File: src/design/sbse_pkg.sv
`default_nettype none

package sbse_pkg;

   // Sizing
   localparam int MAX_BITS    = 64;
   localparam int DELAY_WIDTH = 8;
   localparam int DATA_W      = 64;
   localparam int COUNT_W     = 7;
   localparam int CSR_DATA_W  = 8;
   localparam int CSR_INDEX_W = 2;
   localparam int CNT_W       = $clog2(MAX_BITS + 1);
   localparam int IDX_W       = $clog2(MAX_BITS);
   localparam int CMDQ_DEPTH  = 2;
   localparam int CMDQ_PTR_W  = $clog2(CMDQ_DEPTH);
   localparam int CMDQ_CNT_W  = $clog2(CMDQ_DEPTH + 1);
   localparam int RSPQ_DEPTH  = 2;
   localparam int RSPQ_PTR_W  = $clog2(RSPQ_DEPTH);
   localparam int RSPQ_CNT_W  = $clog2(RSPQ_DEPTH + 1);

   // Transaction kinds
   localparam logic [1:0] KIND_SHIFT_OUT = 2'd0;
   localparam logic [1:0] KIND_SHIFT_IN  = 2'd1;
   localparam logic [1:0] KIND_TICK      = 2'd2;

   // Result status codes
   localparam logic [1:0] ST_OK        = 2'd0;
   localparam logic [1:0] ST_BUSY      = 2'd1;
   localparam logic [1:0] ST_BAD_COUNT = 2'd2;

   // Register indexes
   localparam logic [CSR_INDEX_W-1:0] CSR_HIGH_DELAY  = 2'd0;
   localparam logic [CSR_INDEX_W-1:0] CSR_LOW_DELAY   = 2'd1;
   localparam logic [CSR_INDEX_W-1:0] CSR_SAMPLE_MODE = 2'd2;

   typedef enum logic [1:0] {
      OP_SHIFT_OUT,
      OP_SHIFT_IN,
      OP_TICK,
      OP_IGNORE
   } op_type;

   typedef enum logic [2:0] {
      PH_IDLE,
      PH_READY,
      PH_HIGH,
      PH_LOW,
      PH_TAIL
   } phase_type;

   typedef struct packed {
      logic [1:0]         kind;
      logic [DATA_W-1:0]  out_bits;
      logic [COUNT_W-1:0] bit_count;
      logic               data_in;
   } req_type;

   typedef struct packed {
      logic              clock_level;
      logic              data_level;
      logic              data_drive;
      logic              busy_res;
      logic              done_res;
      logic [DATA_W-1:0] read_bits;
      logic [1:0]        status;
   } rsp_type;

   // Classified command as it sits in the queue
   typedef struct packed {
      op_type             op;
      logic               count_ok;
      logic [DATA_W-1:0]  out_bits;
      logic [CNT_W-1:0]   bit_count;
      logic               data_in;
   } cmd_type;

   // Queue handshake between the front and the command queue
   typedef struct packed {
      logic push;
      logic full;
   } qin_type;

endpackage

`default_nettype wire

File: src/design/sbse_front.sv
`default_nettype none

module sbse_front
   import sbse_pkg::*;
(
   input  wire      clock,
   input  wire      reset,
   input  wire      req_push,
   input  req_type  req_payload,
   output logic     req_full,
   input  wire      q_full,
   output qin_type  q_ctl,
   output cmd_type  q_item
);

   logic count_ok;

   // Check the count against the supported range
   assign count_ok = (req_payload.bit_count != '0) &&
                     (req_payload.bit_count <= COUNT_W'(MAX_BITS));

   // Decode the transaction kind
   always_comb begin
      q_item.count_ok = count_ok;
      q_item.out_bits = req_payload.out_bits;
      q_item.bit_count = req_payload.bit_count[CNT_W-1:0];
      q_item.data_in = req_payload.data_in;
      case (req_payload.kind)
         KIND_SHIFT_OUT: q_item.op = OP_SHIFT_OUT;
         KIND_SHIFT_IN:  q_item.op = OP_SHIFT_IN;
         KIND_TICK:      q_item.op = OP_TICK;
         default:        q_item.op = OP_IGNORE;
      endcase
   end

   // Forward accepted transactions to the queue
   assign q_ctl.full = q_full;
   assign q_ctl.push = req_push && !q_full && !reset;
   assign req_full   = q_full;

   logic unused_clock;
   assign unused_clock = clock;

endmodule

`default_nettype wire

File: src/design/sbse_cmd_queue.sv
`default_nettype none

module sbse_cmd_queue
   import sbse_pkg::*;
(
   input  wire      clock,
   input  wire      reset,
   input  qin_type  q_ctl,
   input  cmd_type  item_in,
   output logic     full,
   input  wire      pop,
   output cmd_type  item_out,
   output logic     empty
);

   cmd_type                slot_ff [CMDQ_DEPTH];
   logic [CMDQ_PTR_W-1:0]  wr_ptr_ff, wr_ptr_in;
   logic [CMDQ_PTR_W-1:0]  rd_ptr_ff, rd_ptr_in;
   logic [CMDQ_CNT_W-1:0]  count_ff, count_in;
   logic                   do_push, do_pop;

   assign full     = (count_ff == CMDQ_CNT_W'(CMDQ_DEPTH));
   assign empty    = (count_ff == '0);
   assign do_push  = q_ctl.push;
   assign do_pop   = pop && !empty;
   assign item_out = slot_ff[rd_ptr_ff];

   // Advance pointers and occupancy
   always_comb begin
      wr_ptr_in = wr_ptr_ff;
      rd_ptr_in = rd_ptr_ff;
      count_in  = count_ff;
      if (do_push) begin
         wr_ptr_in = (wr_ptr_ff == CMDQ_PTR_W'(CMDQ_DEPTH - 1)) ? '0 : wr_ptr_ff + 1'b1;
      end
      if (do_pop) begin
         rd_ptr_in = (rd_ptr_ff == CMDQ_PTR_W'(CMDQ_DEPTH - 1)) ? '0 : rd_ptr_ff + 1'b1;
      end
      if (do_push && !do_pop) begin
         count_in = count_ff + 1'b1;
      end else if (!do_push && do_pop) begin
         count_in = count_ff - 1'b1;
      end
   end

   always_ff @(posedge clock) begin
      if (reset) begin
         wr_ptr_ff <= '0;
         rd_ptr_ff <= '0;
         count_ff  <= '0;
      end else begin
         wr_ptr_ff <= wr_ptr_in;
         rd_ptr_ff <= rd_ptr_in;
         count_ff  <= count_in;
      end
   end

   // Store the payload
   always_ff @(posedge clock) begin
      if (do_push) begin
         slot_ff[wr_ptr_ff] <= item_in;
      end
   end

endmodule

`default_nettype wire

File: src/design/sbse_back.sv
`default_nettype none

module sbse_back
   import sbse_pkg::*;
(
   input  wire                    clock,
   input  wire                    reset,
   input  wire                    csr_write_en,
   input  wire [CSR_INDEX_W-1:0]  csr_index,
   input  wire [CSR_DATA_W-1:0]   csr_data,
   input  cmd_type                cmd,
   input  wire                    cmd_empty,
   output logic                   cmd_pop,
   output logic                   rsp_empty,
   input  wire                    rsp_pop,
   output rsp_type                rsp_payload
);

   // Configuration
   logic [DELAY_WIDTH-1:0] high_delay_ff;
   logic [DELAY_WIDTH-1:0] low_delay_ff;
   logic                   sample_before_ff;

   // Sequencer state
   phase_type              phase_ff, phase_in;
   logic [CNT_W-1:0]       remaining_ff, remaining_in;
   logic [MAX_BITS-1:0]    send_ff, send_in;
   logic [MAX_BITS-1:0]    recv_ff, recv_in;
   logic [CNT_W-1:0]       pos_ff, pos_in;
   logic [DELAY_WIDTH-1:0] delay_ff, delay_in;
   logic                   receiving_ff, receiving_in;
   logic                   drive_ff, drive_in;
   logic                   early_ff, early_in;

   // Result queue
   rsp_type                rslot_ff [RSPQ_DEPTH];
   logic [RSPQ_PTR_W-1:0]  rwr_ptr_ff, rwr_ptr_in;
   logic [RSPQ_PTR_W-1:0]  rrd_ptr_ff, rrd_ptr_in;
   logic [RSPQ_CNT_W-1:0]  rcount_ff, rcount_in;

   logic                   step;
   logic                   tick;
   logic                   load;
   logic                   bit_end;
   logic [CNT_W-1:0]       rem_dec;
   logic                   store_en;
   logic [CNT_W-1:0]       store_pos;
   logic                   done;
   logic [1:0]             status;
   rsp_type                result;
   logic                   rsp_take;

   // Take one command whenever the result queue has room
   assign step     = !cmd_empty && (rcount_ff != RSPQ_CNT_W'(RSPQ_DEPTH));
   assign cmd_pop  = step;
   assign tick     = step && (cmd.op == OP_TICK);
   assign load     = step && (cmd.op == OP_SHIFT_OUT || cmd.op == OP_SHIFT_IN) &&
                     (phase_ff == PH_IDLE) && cmd.count_ok;
   assign rem_dec  = remaining_ff - 1'b1;

   // Write configuration registers
   always_ff @(posedge clock) begin
      if (reset) begin
         high_delay_ff    <= '0;
         low_delay_ff     <= '0;
         sample_before_ff <= 1'b0;
      end else if (csr_write_en) begin
         case (csr_index)
            CSR_HIGH_DELAY:  high_delay_ff    <= DELAY_WIDTH'(csr_data);
            CSR_LOW_DELAY:   low_delay_ff     <= DELAY_WIDTH'(csr_data);
            CSR_SAMPLE_MODE: sample_before_ff <= csr_data[0];
            default: ;
         endcase
      end
   end

   // Next phase
   always_comb begin
      phase_in = phase_ff;
      bit_end  = 1'b0;
      if (load) begin
         phase_in = PH_READY;
      end else if (tick) begin
         case (phase_ff)
            PH_READY: phase_in = PH_HIGH;
            PH_HIGH: begin
               if (delay_ff == '0) begin
                  phase_in = PH_LOW;
                  bit_end  = (low_delay_ff == '0);
               end
            end
            PH_LOW:  bit_end  = (delay_ff <= DELAY_WIDTH'(1));
            PH_TAIL: phase_in = PH_IDLE;
            default: ;
         endcase
         if (bit_end) begin
            if (rem_dec != '0) begin
               phase_in = PH_READY;
            end else if (receiving_ff && !early_ff) begin
               phase_in = PH_TAIL;
            end else begin
               phase_in = PH_IDLE;
            end
         end
      end
   end

   // Datapath and result
   always_comb begin
      remaining_in = remaining_ff;
      send_in      = send_ff;
      recv_in      = recv_ff;
      pos_in       = pos_ff;
      delay_in     = delay_ff;
      receiving_in = receiving_ff;
      drive_in     = drive_ff;
      early_in     = early_ff;
      store_en     = 1'b0;
      store_pos    = pos_ff - 1'b1;
      done         = 1'b0;
      status       = ST_OK;

      if (step && (cmd.op == OP_SHIFT_OUT || cmd.op == OP_SHIFT_IN)) begin
         if (phase_ff != PH_IDLE) begin
            status = ST_BUSY;
         end else if (!cmd.count_ok) begin
            status = ST_BAD_COUNT;
         end
      end

      if (load) begin
         remaining_in = cmd.bit_count;
         pos_in       = '0;
         delay_in     = '0;
         recv_in      = '0;
         early_in     = sample_before_ff;
         receiving_in = (cmd.op == OP_SHIFT_IN);
         drive_in     = (cmd.op == OP_SHIFT_OUT);
         if (cmd.op == OP_SHIFT_OUT) begin
            send_in = cmd.out_bits[MAX_BITS-1:0];
         end
      end else if (tick) begin
         case (phase_ff)
            PH_READY: begin
               delay_in = high_delay_ff;
               if (receiving_ff) begin
                  store_en = early_ff || (pos_ff != '0);
                  if (early_ff) begin
                     store_pos = pos_ff;
                  end
               end
            end
            PH_HIGH: begin
               delay_in = (delay_ff != '0) ? delay_ff - 1'b1 : low_delay_ff;
            end
            PH_LOW: begin
               if (delay_ff != '0) begin
                  delay_in = delay_ff - 1'b1;
               end
            end
            PH_TAIL: begin
               store_en = (pos_ff != '0);
               done     = 1'b1;
            end
            default: ;
         endcase

         // Capture the sampled data bit
         if (store_en && (store_pos < CNT_W'(MAX_BITS)) && cmd.data_in) begin
            recv_in[store_pos[IDX_W-1:0]] = 1'b1;
         end

         // Close out the current bit
         if (bit_end) begin
            pos_in       = pos_ff + 1'b1;
            remaining_in = rem_dec;
            if (rem_dec != '0) begin
               if (!receiving_ff) begin
                  send_in = send_ff >> 1;
               end
            end else if (!(receiving_ff && !early_ff)) begin
               done = 1'b1;
            end
         end
      end

      result.clock_level = (phase_in == PH_HIGH);
      result.data_level  = drive_in && send_in[0];
      result.data_drive  = drive_in;
      result.busy_res    = (phase_in != PH_IDLE);
      result.done_res    = done;
      result.read_bits   = (done && receiving_in) ? DATA_W'(recv_in) : '0;
      result.status      = status;
   end

   always_ff @(posedge clock) begin
      if (reset) begin
         phase_ff     <= PH_IDLE;
         remaining_ff <= '0;
         send_ff      <= '0;
         recv_ff      <= '0;
         pos_ff       <= '0;
         delay_ff     <= '0;
         receiving_ff <= 1'b0;
         drive_ff     <= 1'b0;
         early_ff     <= 1'b0;
      end else begin
         phase_ff     <= phase_in;
         remaining_ff <= remaining_in;
         send_ff      <= send_in;
         recv_ff      <= recv_in;
         pos_ff       <= pos_in;
         delay_ff     <= delay_in;
         receiving_ff <= receiving_in;
         drive_ff     <= drive_in;
         early_ff     <= early_in;
      end
   end

   // Result queue bookkeeping
   assign rsp_empty   = (rcount_ff == '0);
   assign rsp_take    = rsp_pop && !rsp_empty;
   assign rsp_payload = rslot_ff[rrd_ptr_ff];

   always_comb begin
      rwr_ptr_in = rwr_ptr_ff;
      rrd_ptr_in = rrd_ptr_ff;
      rcount_in  = rcount_ff;
      if (step) begin
         rwr_ptr_in = (rwr_ptr_ff == RSPQ_PTR_W'(RSPQ_DEPTH - 1)) ? '0 : rwr_ptr_ff + 1'b1;
      end
      if (rsp_take) begin
         rrd_ptr_in = (rrd_ptr_ff == RSPQ_PTR_W'(RSPQ_DEPTH - 1)) ? '0 : rrd_ptr_ff + 1'b1;
      end
      if (step && !rsp_take) begin
         rcount_in = rcount_ff + 1'b1;
      end else if (!step && rsp_take) begin
         rcount_in = rcount_ff - 1'b1;
      end
   end

   always_ff @(posedge clock) begin
      if (reset) begin
         rwr_ptr_ff <= '0;
         rrd_ptr_ff <= '0;
         rcount_ff  <= '0;
      end else begin
         rwr_ptr_ff <= rwr_ptr_in;
         rrd_ptr_ff <= rrd_ptr_in;
         rcount_ff  <= rcount_in;
      end
   end

   // Hold finished results
   always_ff @(posedge clock) begin
      if (step) begin
         rslot_ff[rwr_ptr_ff] <= result;
      end
   end

endmodule

`default_nettype wire

File: src/design/serial_bit_shift_engine.sv
`default_nettype none

// Synchronous serial shifter, least significant bit first. Push a shift-out
// or shift-in command (1 to 64 bits), then push one tick transaction per
// timing step; each tick carries the sampled data-in pin level and returns
// one result with the clock and data pin levels, busy/done flags, the
// received word on the done tick of a shift-in, and a status (command while
// busy, or bad count, is rejected). The block takes one transaction per
// cycle sustained: the front classifies it into a two-entry command queue,
// the back updates the sequencer and writes the result into a two-entry
// result queue, so a result reaches the result ports once its transaction
// has passed through the command queue and the result queue. The input
// stalls only when results are left waiting and both queues fill. Write the timing and
// sample mode registers only while no transfer is in progress and all
// results have been popped.
module serial_bit_shift_engine
   import sbse_pkg::*;
(
   input  wire                    clock,
   input  wire                    reset,
   input  wire                    req_push,
   input  req_type                req_payload,
   output logic                   req_full,
   output logic                   rsp_empty,
   input  wire                    rsp_pop,
   output rsp_type                rsp_payload,
   input  wire                    csr_write_en,
   input  wire [CSR_INDEX_W-1:0]  csr_index,
   input  wire [CSR_DATA_W-1:0]   csr_data
);

   qin_type q_ctl;
   cmd_type q_item;
   cmd_type cmd;
   logic    q_full;
   logic    cmd_empty;
   logic    cmd_pop;

   sbse_front u_front (
      .clock       (clock),
      .reset       (reset),
      .req_push    (req_push),
      .req_payload (req_payload),
      .req_full    (req_full),
      .q_full      (q_full),
      .q_ctl       (q_ctl),
      .q_item      (q_item)
   );

   sbse_cmd_queue u_cmd_queue (
      .clock    (clock),
      .reset    (reset),
      .q_ctl    (q_ctl),
      .item_in  (q_item),
      .full     (q_full),
      .pop      (cmd_pop),
      .item_out (cmd),
      .empty    (cmd_empty)
   );

   sbse_back u_back (
      .clock        (clock),
      .reset        (reset),
      .csr_write_en (csr_write_en),
      .csr_index    (csr_index),
      .csr_data     (csr_data),
      .cmd          (cmd),
      .cmd_empty    (cmd_empty),
      .cmd_pop      (cmd_pop),
      .rsp_empty    (rsp_empty),
      .rsp_pop      (rsp_pop),
      .rsp_payload  (rsp_payload)
   );

endmodule

`default_nettype wire

File: config.mk
export PLATFORM = sky130hd
export DESIGN_NAME = serial_bit_shift_engine
export DESIGN_NICKNAME = d
export VERILOG_FILES = /design/src/design/sbse_pkg.sv /design/src/design/sbse_front.sv /design/src/design/sbse_cmd_queue.sv /design/src/design/sbse_back.sv /design/src/design/serial_bit_shift_engine.sv
export SDC_FILE = /design/constraint.sdc
export NUM_CORES = 1
export LEC_CHECK = 0
export ABC_AREA = 1
export BUFFER_PORTS_ARGS = -buffer_cell sky130_fd_sc_hd__buf_2
export CORE_MARGIN = 2
export CORE_UTILIZATION = 46
export CTS_CLUSTER_DIAMETER = 100
export CTS_CLUSTER_SIZE = 25
export DETAILED_ROUTE_END_ITERATION = 8
export SETUP_SLACK_MARGIN = 0.2
export SKIP_CTS_REPAIR_TIMING = 1
export SYNTH_ARGS = -nofsm -noshare
export SYNTH_HDL_FRONTEND = slang
export SYNTH_SLANG_ARGS = --single-unit
File: constraint.sdc
create_clock -name clock -period 5.3 [get_ports clock]
set_input_delay 0.265 -clock clock [delete_from_list [all_inputs] [get_ports clock]]
set_output_delay 0.265 -clock clock [all_outputs]
set_load 0.02 [all_outputs]
==> run summary, run 1 <==
Pins Over Slew Limit = 0
Root buf cell = clkbuf_16
Synth Instances = 1847
Pre-CTS setup slack = 1790 ps
Worst setup margin = 1750 ps
MaxCap Viol Count = 0
GRT overflow = 0
Worst EP arrival = 3960 ps
Total CTS buffers = 22
Max Fclk = 281 MHz
I/O pins = 162
P_leak = 8.07 nW
Total core area = 41800 um^2
Via count = 13429
Slew margin rel. = 26.8%
Clock-pin slew on the worst setup and hold paths = 110 ps
Netlist cell types = 48
Yosys reg bits = 475
Pwr Total = 9.01 mW
Row cnt = 75
Mapped cell area = 19300 um^2
Initial core utilization = 46.3%
GRT Util Overall = 18.8%
Setup TNS = 0 ps
Post-DP HPWL = 25.5 mm
Post-synth EDFFs = 292
Antenna violations before repair = 0
Global-route wire length before repair = 66.6 mm
Largest net degree at the start of global routing = 81
Fin crit period = 3550 ps
Setup crit start kind = flip-flop
Status = complete, no violations
Final ANT Viol Nets = 0
Mapped Nets = 1945
Die Area = 43700 um^2
Yosys top cell area share = 45.3%
Maximum clock path buffer count = 3
Main synth FF type = edfxtp_1
Synthesis-to-layout area growth = 13.3%
I/O Buffers = 161
Worst vdd ir = 0.000246 V
Critical Path Fanout Max = 63
Final hold vios = 0
Final clock period utilization by the worst path = 67.0%
RSZ-0062 raised after global routing = no
# setup viols final = 0
Setup Skew = 15.9 ps
Clk_lat worst skew = 560 ps
YS warnings = 0
Top cells by area, synth = edfxtp_1, dfxtp_1, nand2_1
Final WL = 42.2 mm
CTS H-Tree Depth = 1
First-iteration detailed-routing DRC count = 865
Initial DRT Pass Iterations = 5
Ys async rst share = 0%
Critical Path End Type = flip-flop
Hold Path Class = input pin to flip-flop
ANT cells = 0
Worst Tran Pin Value = 1100 ps
Cell accounting for the most synthesized area = edfxtp_1
Die Span Y = 209 um
CTS tree = done
Share of cells above drive strength 1 = 18.7%
CP required = 5700 ps
Sequential area share after synthesis = 64.3%
DR WL/cell = 16.3 um
Crit Path Class = flip-flop to flip-flop
Final GP Congestion = 0.846
PwrDens = 411 nW/um^2
Number of global-route vias before repair = 12651
Nets = 2130
Vias per cell = 5.19
Synth Area per Inst = 10.5 um^2
Clock tree sinks = 475
Die width = 209 um
DRC errors left = 0
## critical path, stage by stage, from the launching register on
cell	delay (ps)
dfxtp_2	360
buf_4	270
nand2_1	120
nand2_1	70
nor2_1	130
nand2_2	130
inv_2	220
nand2_2	450
buf_4	450
nand2_8	130
nand3_4	610
a21oi_1	350
nor2_1	60
## placed cells by master, fill, tap and decap left out, types with 3 or more instances in the layout
| cell | instances |
|---|---|
| nand2_2 | 5 |
| a31oi_1 | 3 |
| nor3_1 | 8 |
| mux2_2 | 71 |
| edfxtp_1 | 292 |
| a21oi_1 | 191 |
| nor2_1 | 190 |
| buf_2 | 161 |
| dfxtp_1 | 181 |
| dlygate4sd3_1 | 77 |
| ha_1 | 9 |
| nand2_1 | 369 |
| nand3_1 | 106 |
| inv_1 | 71 |
| nor2_4 | 5 |
| clkbuf_1 | 17 |
| nand4_1 | 14 |
| o21ai_0 | 111 |
| xor2_1 | 11 |
| buf_4 | 17 |
| inv_2 | 9 |
| nor2_2 | 76 |
| clkbuf_16 | 22 |
## layout make-up
class                           count  area, um^2
Fill cell                        3681       19900
Timing Repair Buffer              255        1700
Clock buffer                       39         614
Clock inverter                      1        16.3
Sequential cell                   475       12400
Tap cell                          539         674
Multi-Input combinational cell   1197        6150
Inverter                           81         304
## through the flow
step	instance area [um^2]	std cells	hold WS (ps)	utilization, %
global route	21900	2587	1.94	52.4
floorplan	19300	1847	364	-
global placement	20500	2470	435	49.1
CTS	21100	2510	-142	50.6
finish	21900	2587	3.92	52.4
detailed placement	20500	2470	446	49.1
## registers in the layout, summed over array words and instances (netlist names), 3 cells and up, named ones only
signal and count:
u_back.delay_ff 8, u_back.high_delay_ff 8, u_back.low_delay_ff 8, u_back.phase_ff 3, u_back.pos_ff 7, u_back.recv_ff 64, u_back.remaining_ff 7, u_back.rslot_ff 142
u_back.send_ff 64, u_cmd_queue.slot_ff 150
## worst paths after layout
path	startpoint	to	slack, ps	depth (start not counted)
max	flip-flop	u_back.send_ff[13]	1750	12
min	csr_write_en	u_back.sample_before_ff	4	3
max reg2reg	flip-flop	u_back.send_ff[13]	1750	12
min reg2reg	u_cmd_queue.rd_ptr_ff	u_cmd_queue.rd_ptr_ff	470	1
## kinds of logic (layout without fill, tap and decap cells)
kind of cell | after synthesis | after routing | share of synthesized area [%]
AOI/OAI and AO/OA | 316 | 316 | 8.37
DFF | 475 | 475 | 64.3
muxes | 72 | 72 | 4.19
buffers and inverters | 175 | 376 | 4.10
xor gates and xnor gates | 13 | 13 | 0.628
adders and majority gates | 9 | 9 | 0.582
and+or+nand+nor | 787 | 787 | 17.8
## per-layer routing
layer / up-vias / GRT usage [%] / routed length (um) / part of all wire [%]
met5: - / 0 / 0 / 0
met4: 0 / 4.88 / 1010 / 2.4
met3: 59 / 2.24 / 1730 / 4.1
met2: 286 / 33.1 / 20900 / 50
met1: 6444 / 24.7 / 18500 / 44
li1: 6640 / - / - / -
## synth_stat cells, drive strengths merged (2+ instances only)
master and n:
a21oi 192, a31oi 3, buf 44, clkbuf 50, dfxtp 183, edfxtp 292, ha 9, inv 80
mux2 71, nand2 377, nand3 110, nand4 15, nor2 271, nor3 10, o211ai 2, o21ai 112
xor2 12
## where the power goes
part | switching, mW | total (mW) | leakage, nW | internal, mW
combinational | 1.64 | 2.41 | 3.57 | 0.765
clock | 1.13 | 1.93 | 0.298 | 0.802
sequential | 0.171 | 4.67 | 4.20 | 4.50
total | 2.94 | 9.01 | 8.07 | 6.06
No activity file was read; power rests on OpenSTA's default activity.
==> run 2, diff against run 1 <==
PLACE_DENSITY = 0.66   (was not set)
clock period = 3.1 ns   (was 5.3 ns; I/O delays follow)
==> run summary, run 2 (same netlist as run 1, synthesis figures left out) <==
CP required = 3580 ps
Worst Path Buf+Inv = 3
Crit-path cells = inv_2, nand2_2, nor2_2, nand3_1, nand2_1, nand2_2, buf_4, nand2_8, nand3_4, buf_4, a21oi_1, nor2_1
Violated checks = negative hold slack
Setup TNS = 0 ps
Worst R2R Setup Slack = 340 ps
Setup crit start kind = flip-flop
Area occupied by multi-input gates = 6190 um^2
Final WL = 42.6 mm
Hold slack = -6.29 ps
Setup Skew = 16.7 ps
Number of global-route vias before repair = 12590
Global-route wire length before repair = 66.0 mm
I/O Buffers = 161
Min-Delay Path Depth = 3
CTS tree = done
Crit Path Class = flip-flop to flip-flop
Worst vdd ir = 0.000498 V
Initial core utilization = 46.3%
Worst Tran Pin Value = 919 ps
# fillers = 3649
Fin crit period = 2760 ps
Max stage delay on crit path = 550 ps
Die width = 209 um
Critical Path End Type = flip-flop
Slew margin rel. = 38.7%
Clock tree sinks = 475
Commonest non-fill, non-tap cells in the layout = nand2_1, edfxtp_1, a21oi_1
Clock-pin slew on the worst setup and hold paths = 100 ps
FF-to-FF End = u_back.send_ff[22]
Largest Register = u_cmd_queue.slot_ff
Total CTS buffers = 22
Root buf cell = clkbuf_16
Most common cell after layout, fill and taps aside = nand2_1
Worst setup margin = 342 ps
Final clock period utilization by the worst path = 89.0%
# setup viols final = 0
Largest net degree at the start of global routing = 80
Slowest cell on crit path = buf_4
Row cnt = 75
DR WL/cell = 16.3 um
P_leak = 8.23 nW
Die Span Y = 209 um
Top flop regs = u_cmd_queue.slot_ff: 150 flops, u_back.rslot_ff: 142 flops
Hold path endpoint = u_back.rrd_ptr_ff
Register area = 12400 um^2
Final GP Congestion = 0.826
Max reg flops = 150
Start of the worst register-to-register path = u_back.phase_ff[2]
Initial DRT Pass Iterations = 5
Worst Reg2Reg Path Length in Cells = 12
Vias per cell = 5.16
Pwr Total = 15.5 mW
Status = finished with violations
GRT Util Overall = 18.7%
Share of cells above drive strength 1 = 19.2%
Post-DP HPWL = 26.0 mm
Clk_lat worst skew = 560 ps
Worst EP arrival = 3240 ps
Final ANT Viol Nets = 0
Max Fclk = 363 MHz
Pre-CTS setup slack = 367 ps
MaxCap Viol Count = 0
Synthesis-to-layout area growth = 15.0%
Antenna violations before repair = 2
Hold Path Class = input pin to flip-flop
Pins Over Slew Limit = 0
RSZ-0062 raised after global routing = no
HP Start = rsp_pop
Total core area = 41800 um^2
Nets = 2151
PwrDens = 699 nW/um^2
CTS H-Tree Depth = 1
I/O pins = 162
GRT overflow = 0
Final hold vios = 2
Crit path max-delay family = simple AND/OR/NAND/NOR gates
First-iteration detailed-routing DRC count = 894
Die Area = 43700 um^2
Via count = 13475
DRC errors left = 0
Maximum clock path buffer count = 3
Critical Path Fanout Max = 63
## run 2: changes by cell type in the layout (fill, tap and decap cells not counted), moves of 2 or more
| cell | before | now |
|---|---|---|
| buf_12 | 0 | 9 |
| buf_4 | 17 | 19 |
| diode_2 | 0 | 3 |
| dlygate4sd3_1 | 77 | 85 |
| nor2_1 | 190 | 188 |
| nor2_2 | 76 | 74 |
| nor2_4 | 5 | 9 |
## run 2: how the worst max path moves through the flow
stage,from,to,cells after the start
after floorplan,u_back.rcount_ff[0],u_back.rslot_ff[1][0],2
after global placement,u_back.remaining_ff[0],u_back.rslot_ff[0][65],15
after detailed placement,u_back.remaining_ff[0],u_back.rslot_ff[0][65],15
after CTS,u_back.remaining_ff[0],u_back.rslot_ff[1][65],15
after global routing,u_back.remaining_ff[0],u_back.send_ff[22],15
final,u_back.phase_ff[2],u_back.send_ff[22],12
## run 2: stage by stage
stage,instance area [um^2],instances,util [%],hold slack [ps]
final,22200,2611,53.3,-6.29
after floorplan,19400,1847,-,254
after global placement,20700,2481,49.5,342
after detailed placement,20700,2481,49.5,346
after global routing,22200,2609,53.2,39.1
after CTS,21300,2521,51.1,-246
## run 2: worst register-to-register path, stage by stage, from the launching register on
cell and delay [ps]:
dfxtp_1 460, inv_2 100, nand2_2 250, nor2_2 130
nand3_1 160, nand2_1 100, nand2_2 140, buf_4 240
nand2_8 90, nand3_4 80, buf_4 550, a21oi_1 210
nor2_1 170
## run 2: power breakdown
part | total, mW | leakage [nW] | switching, mW | internal (mW)
combinational | 4.27 | 3.72 | 2.86 | 1.40
clock | 3.32 | 0.304 | 1.91 | 1.41
sequential | 7.96 | 4.20 | 0.291 | 7.67
total | 15.5 | 8.23 | 5.06 | 10.5
## run 2: area by class of cell
| cell class | count | area share, % |
|---|---|---|
| Inverter | 81 | 1.37 |
| Sequential cell | 475 | 55.9 |
| Clock buffer | 40 | 2.88 |
| Timing Repair Buffer | 275 | 8.95 |
| Tap cell | 539 | 3.03 |
| Antenna cell | 3 | 0.0338 |
| Multi-Input combinational cell | 1198 | 27.8 |
## run 2: metal layers
| layer | share of wire (%) | wire [um] | track usage [%] | vias up |
|---|---|---|---|---|
| li1 | - | - | - | 6700 |
| met5 | 0 | 0 | 0 | - |
| met2 | 49 | 20700 | 32.6 | 322 |
| met4 | 2.1 | 881 | 4.88 | 0 |
| met1 | 44 | 18900 | 24.4 | 6399 |
| met3 | 4.9 | 2070 | 2.90 | 54 |
==> run 3, diff against run 2 <==
SYNTH_HIERARCHICAL = 1   (was not set)
==> run summary, run 3 <==
MaxCap Viol Count = 0
Via count = 13642
Max Fclk = 378 MHz
Commonest non-fill, non-tap cells in the layout = nor2_1, edfxtp_1, nand2_1
Fin crit period = 2650 ps
Nets = 2206
P_leak = 8.51 nW
Antenna violations before repair = 2
Post-DP HPWL = 26.7 mm
Final ANT Viol Nets = 0
First-iteration detailed-routing DRC count = 1141
Total CTS buffers = 22
I/O Buffers = 161
Max reg flops = 150
Synthesis-to-layout area growth = 11.7%
Row cnt = 77
Initial DRT Pass Iterations = 7
Global-route wire length before repair = 67.5 mm
Top flop regs = u_cmd_queue/slot_ff: 150 flops, u_back/rslot_ff: 142 flops
I/O pins = 162
Die Span Y = 216 um
Die width = 216 um
Number of global-route vias before repair = 13078
Setup TNS = 0 ps
RSZ-0062 raised after global routing = no
YS warnings = 6
Synth Area per Inst = 10.5 um^2
Pins Over Slew Limit = 0
Combinational power share = 26.7%
Total core area = 44300 um^2
Die Area = 46600 um^2
Mapped cell area = 20700 um^2
Violated checks = negative hold slack
Sequential Power Share = 51.8%
Final WL = 43.3 mm
Largest Register = u_cmd_queue/slot_ff
# setup viols final = 0
Final clock period utilization by the worst path = 85.3%
Slew margin rel. = 37.0%
# fillers = 3902
CP required = 3430 ps
Setup Skew = 28.1 ps
DR WL/cell = 15.9 um
Critical Path Fanout Max = 46
GRT overflow = 0
Clk_lat worst skew = 570 ps
Largest net degree at the start of global routing = 77
Crit Path Class = flip-flop to flip-flop
Worst setup path end = u_back/rslot_ff[0][69]
CTS tree = done
Final GP Congestion = 0.878
Critical Path End Type = flip-flop
DRC errors left = 0
Int Power = 10.7 mW
GRT Util Overall = 17.7%
Worst Reg2Reg Path Length in Cells = 10
Clock tree sinks = 475
Share of cells above drive strength 1 = 18.7%
Setup crit start kind = flip-flop
Clock-pin slew on the worst setup and hold paths = 110 ps
Sw Share = 30.4%
PwrDens = 666 nW/um^2
Hold Path Class = input pin to flip-flop
Initial core utilization = 46.6%
Status = finished with violations
Root buf cell = clkbuf_16
Worst EP arrival = 2970 ps
Final hold vios = 3
Finished Cell Area = 23100 um^2
Vias per cell = 5.02
Worst R2R Setup Slack = 450 ps
Hold slack = -33.7 ps
Clk pwr share = 21.5%
Mapped Nets = 2065
CTS H-Tree Depth = 1
FF-to-FF End = u_back/rslot_ff[0][69]
Synth Instances = 1967
Post-Place Cell Area = 21600 um^2
Worst vdd ir = 0.000482 V
NetSw = 4.67 mW
Maximum clock path buffer count = 3
Worst Tran Pin Value = 944 ps
Most common cell after layout, fill and taps aside = nor2_1
## run 3: changes by cell type in the layout (fill, tap and decap cells not counted), sizes merged, moves of 2 or more
cell / before / now
a21oi: 192 / 104
a31oi: 3 / 9
buf: 190 / 192
diode: 3 / 1
inv: 80 / 152
mux2: 71 / 146
nand2: 377 / 283
nand3: 110 / 115
nand3b: 1 / 65
nand4: 16 / 8
nor2: 271 / 354
o211ai: 2 / 4
o21ai: 112 / 50
xor2: 12 / 10
## run 3: critical path, cell delays in order, from the launching register on
cell and delay, ps:
dfxtp_4 390, mux2_2 260, inv_1 60, nand2_1 100, nor2_1 50, nand2_1 190, nor2_4 50, inv_2 680
o21ai_0 390, nand2_1 150, inv_1 60
## run 3: per-layer routing
metal	routed length, um	up-vias	GRT usage, %
li1	-	6778	-
met1	19200	6474	23.7
met2	21200	335	30.7
met3	2070	53	2.47
met4	893	2	4.13
met5	13	-	0
## run 3: stage by stage
step / std cells / hold slack [ps] / total power, mW / setup WS, ps / util [%]
final: 2717 / -33.7 / 15.4 / 455 / 52.1
after global routing: 2716 / 6.37 / 16.1 / 302 / 52.1
after CTS: 2627 / -262 / 15.5 / 422 / 50.1
after detailed placement: 2587 / 346 / 12.2 / 464 / 48.6
after global placement: 2587 / 342 / 12.1 / 536 / 48.6
after floorplan: 1967 / 234 / 11.0 / 116 / -
## run 3: final cells by class
cell class,instances,area (um^2),area share (%)
well taps,592,741,3.21
multi-input cells,1177,6660,28.8
repair buffers,278,2040,8.82
inverters,154,579,2.51
flip-flops and latches,475,12400,53.9
diodes,1,2.50,0.0108
clock buffers,40,639,2.77
## run 3: power groups by stage
stage / combinational, mW / sequential, mW / clock (mW)
floorplan: 2.96 / 8.04 / 0
global route: 4.45 / 8.04 / 3.63
detailed placement: 4.06 / 8.11 / 0
global placement: 4.04 / 8.07 / 0
finish: 4.11 / 7.96 / 3.31
CTS: 4.08 / 7.97 / 3.42
## run 3: worst min-delay path by stage
stage | cells after the start | endpoint | startpoint | slack (ps)
5_1_grt | 4 | u_back/low_delay_ff[4] | csr_index[1] | 6
2_1_floorplan | 1 | u_cmd_queue/wr_ptr_ff | reset | 230
4_1_cts | 1 | u_cmd_queue/slot_ff[0][19] | req_payload[19] | -260
3_5_place_dp | 1 | u_cmd_queue/slot_ff[1][51] | req_payload[51] | 350
6_report | 4 | u_cmd_queue/wr_ptr_ff | reset | -30
3_3_place_gp | 1 | u_cmd_queue/slot_ff[0][50] | req_payload[50] | 340
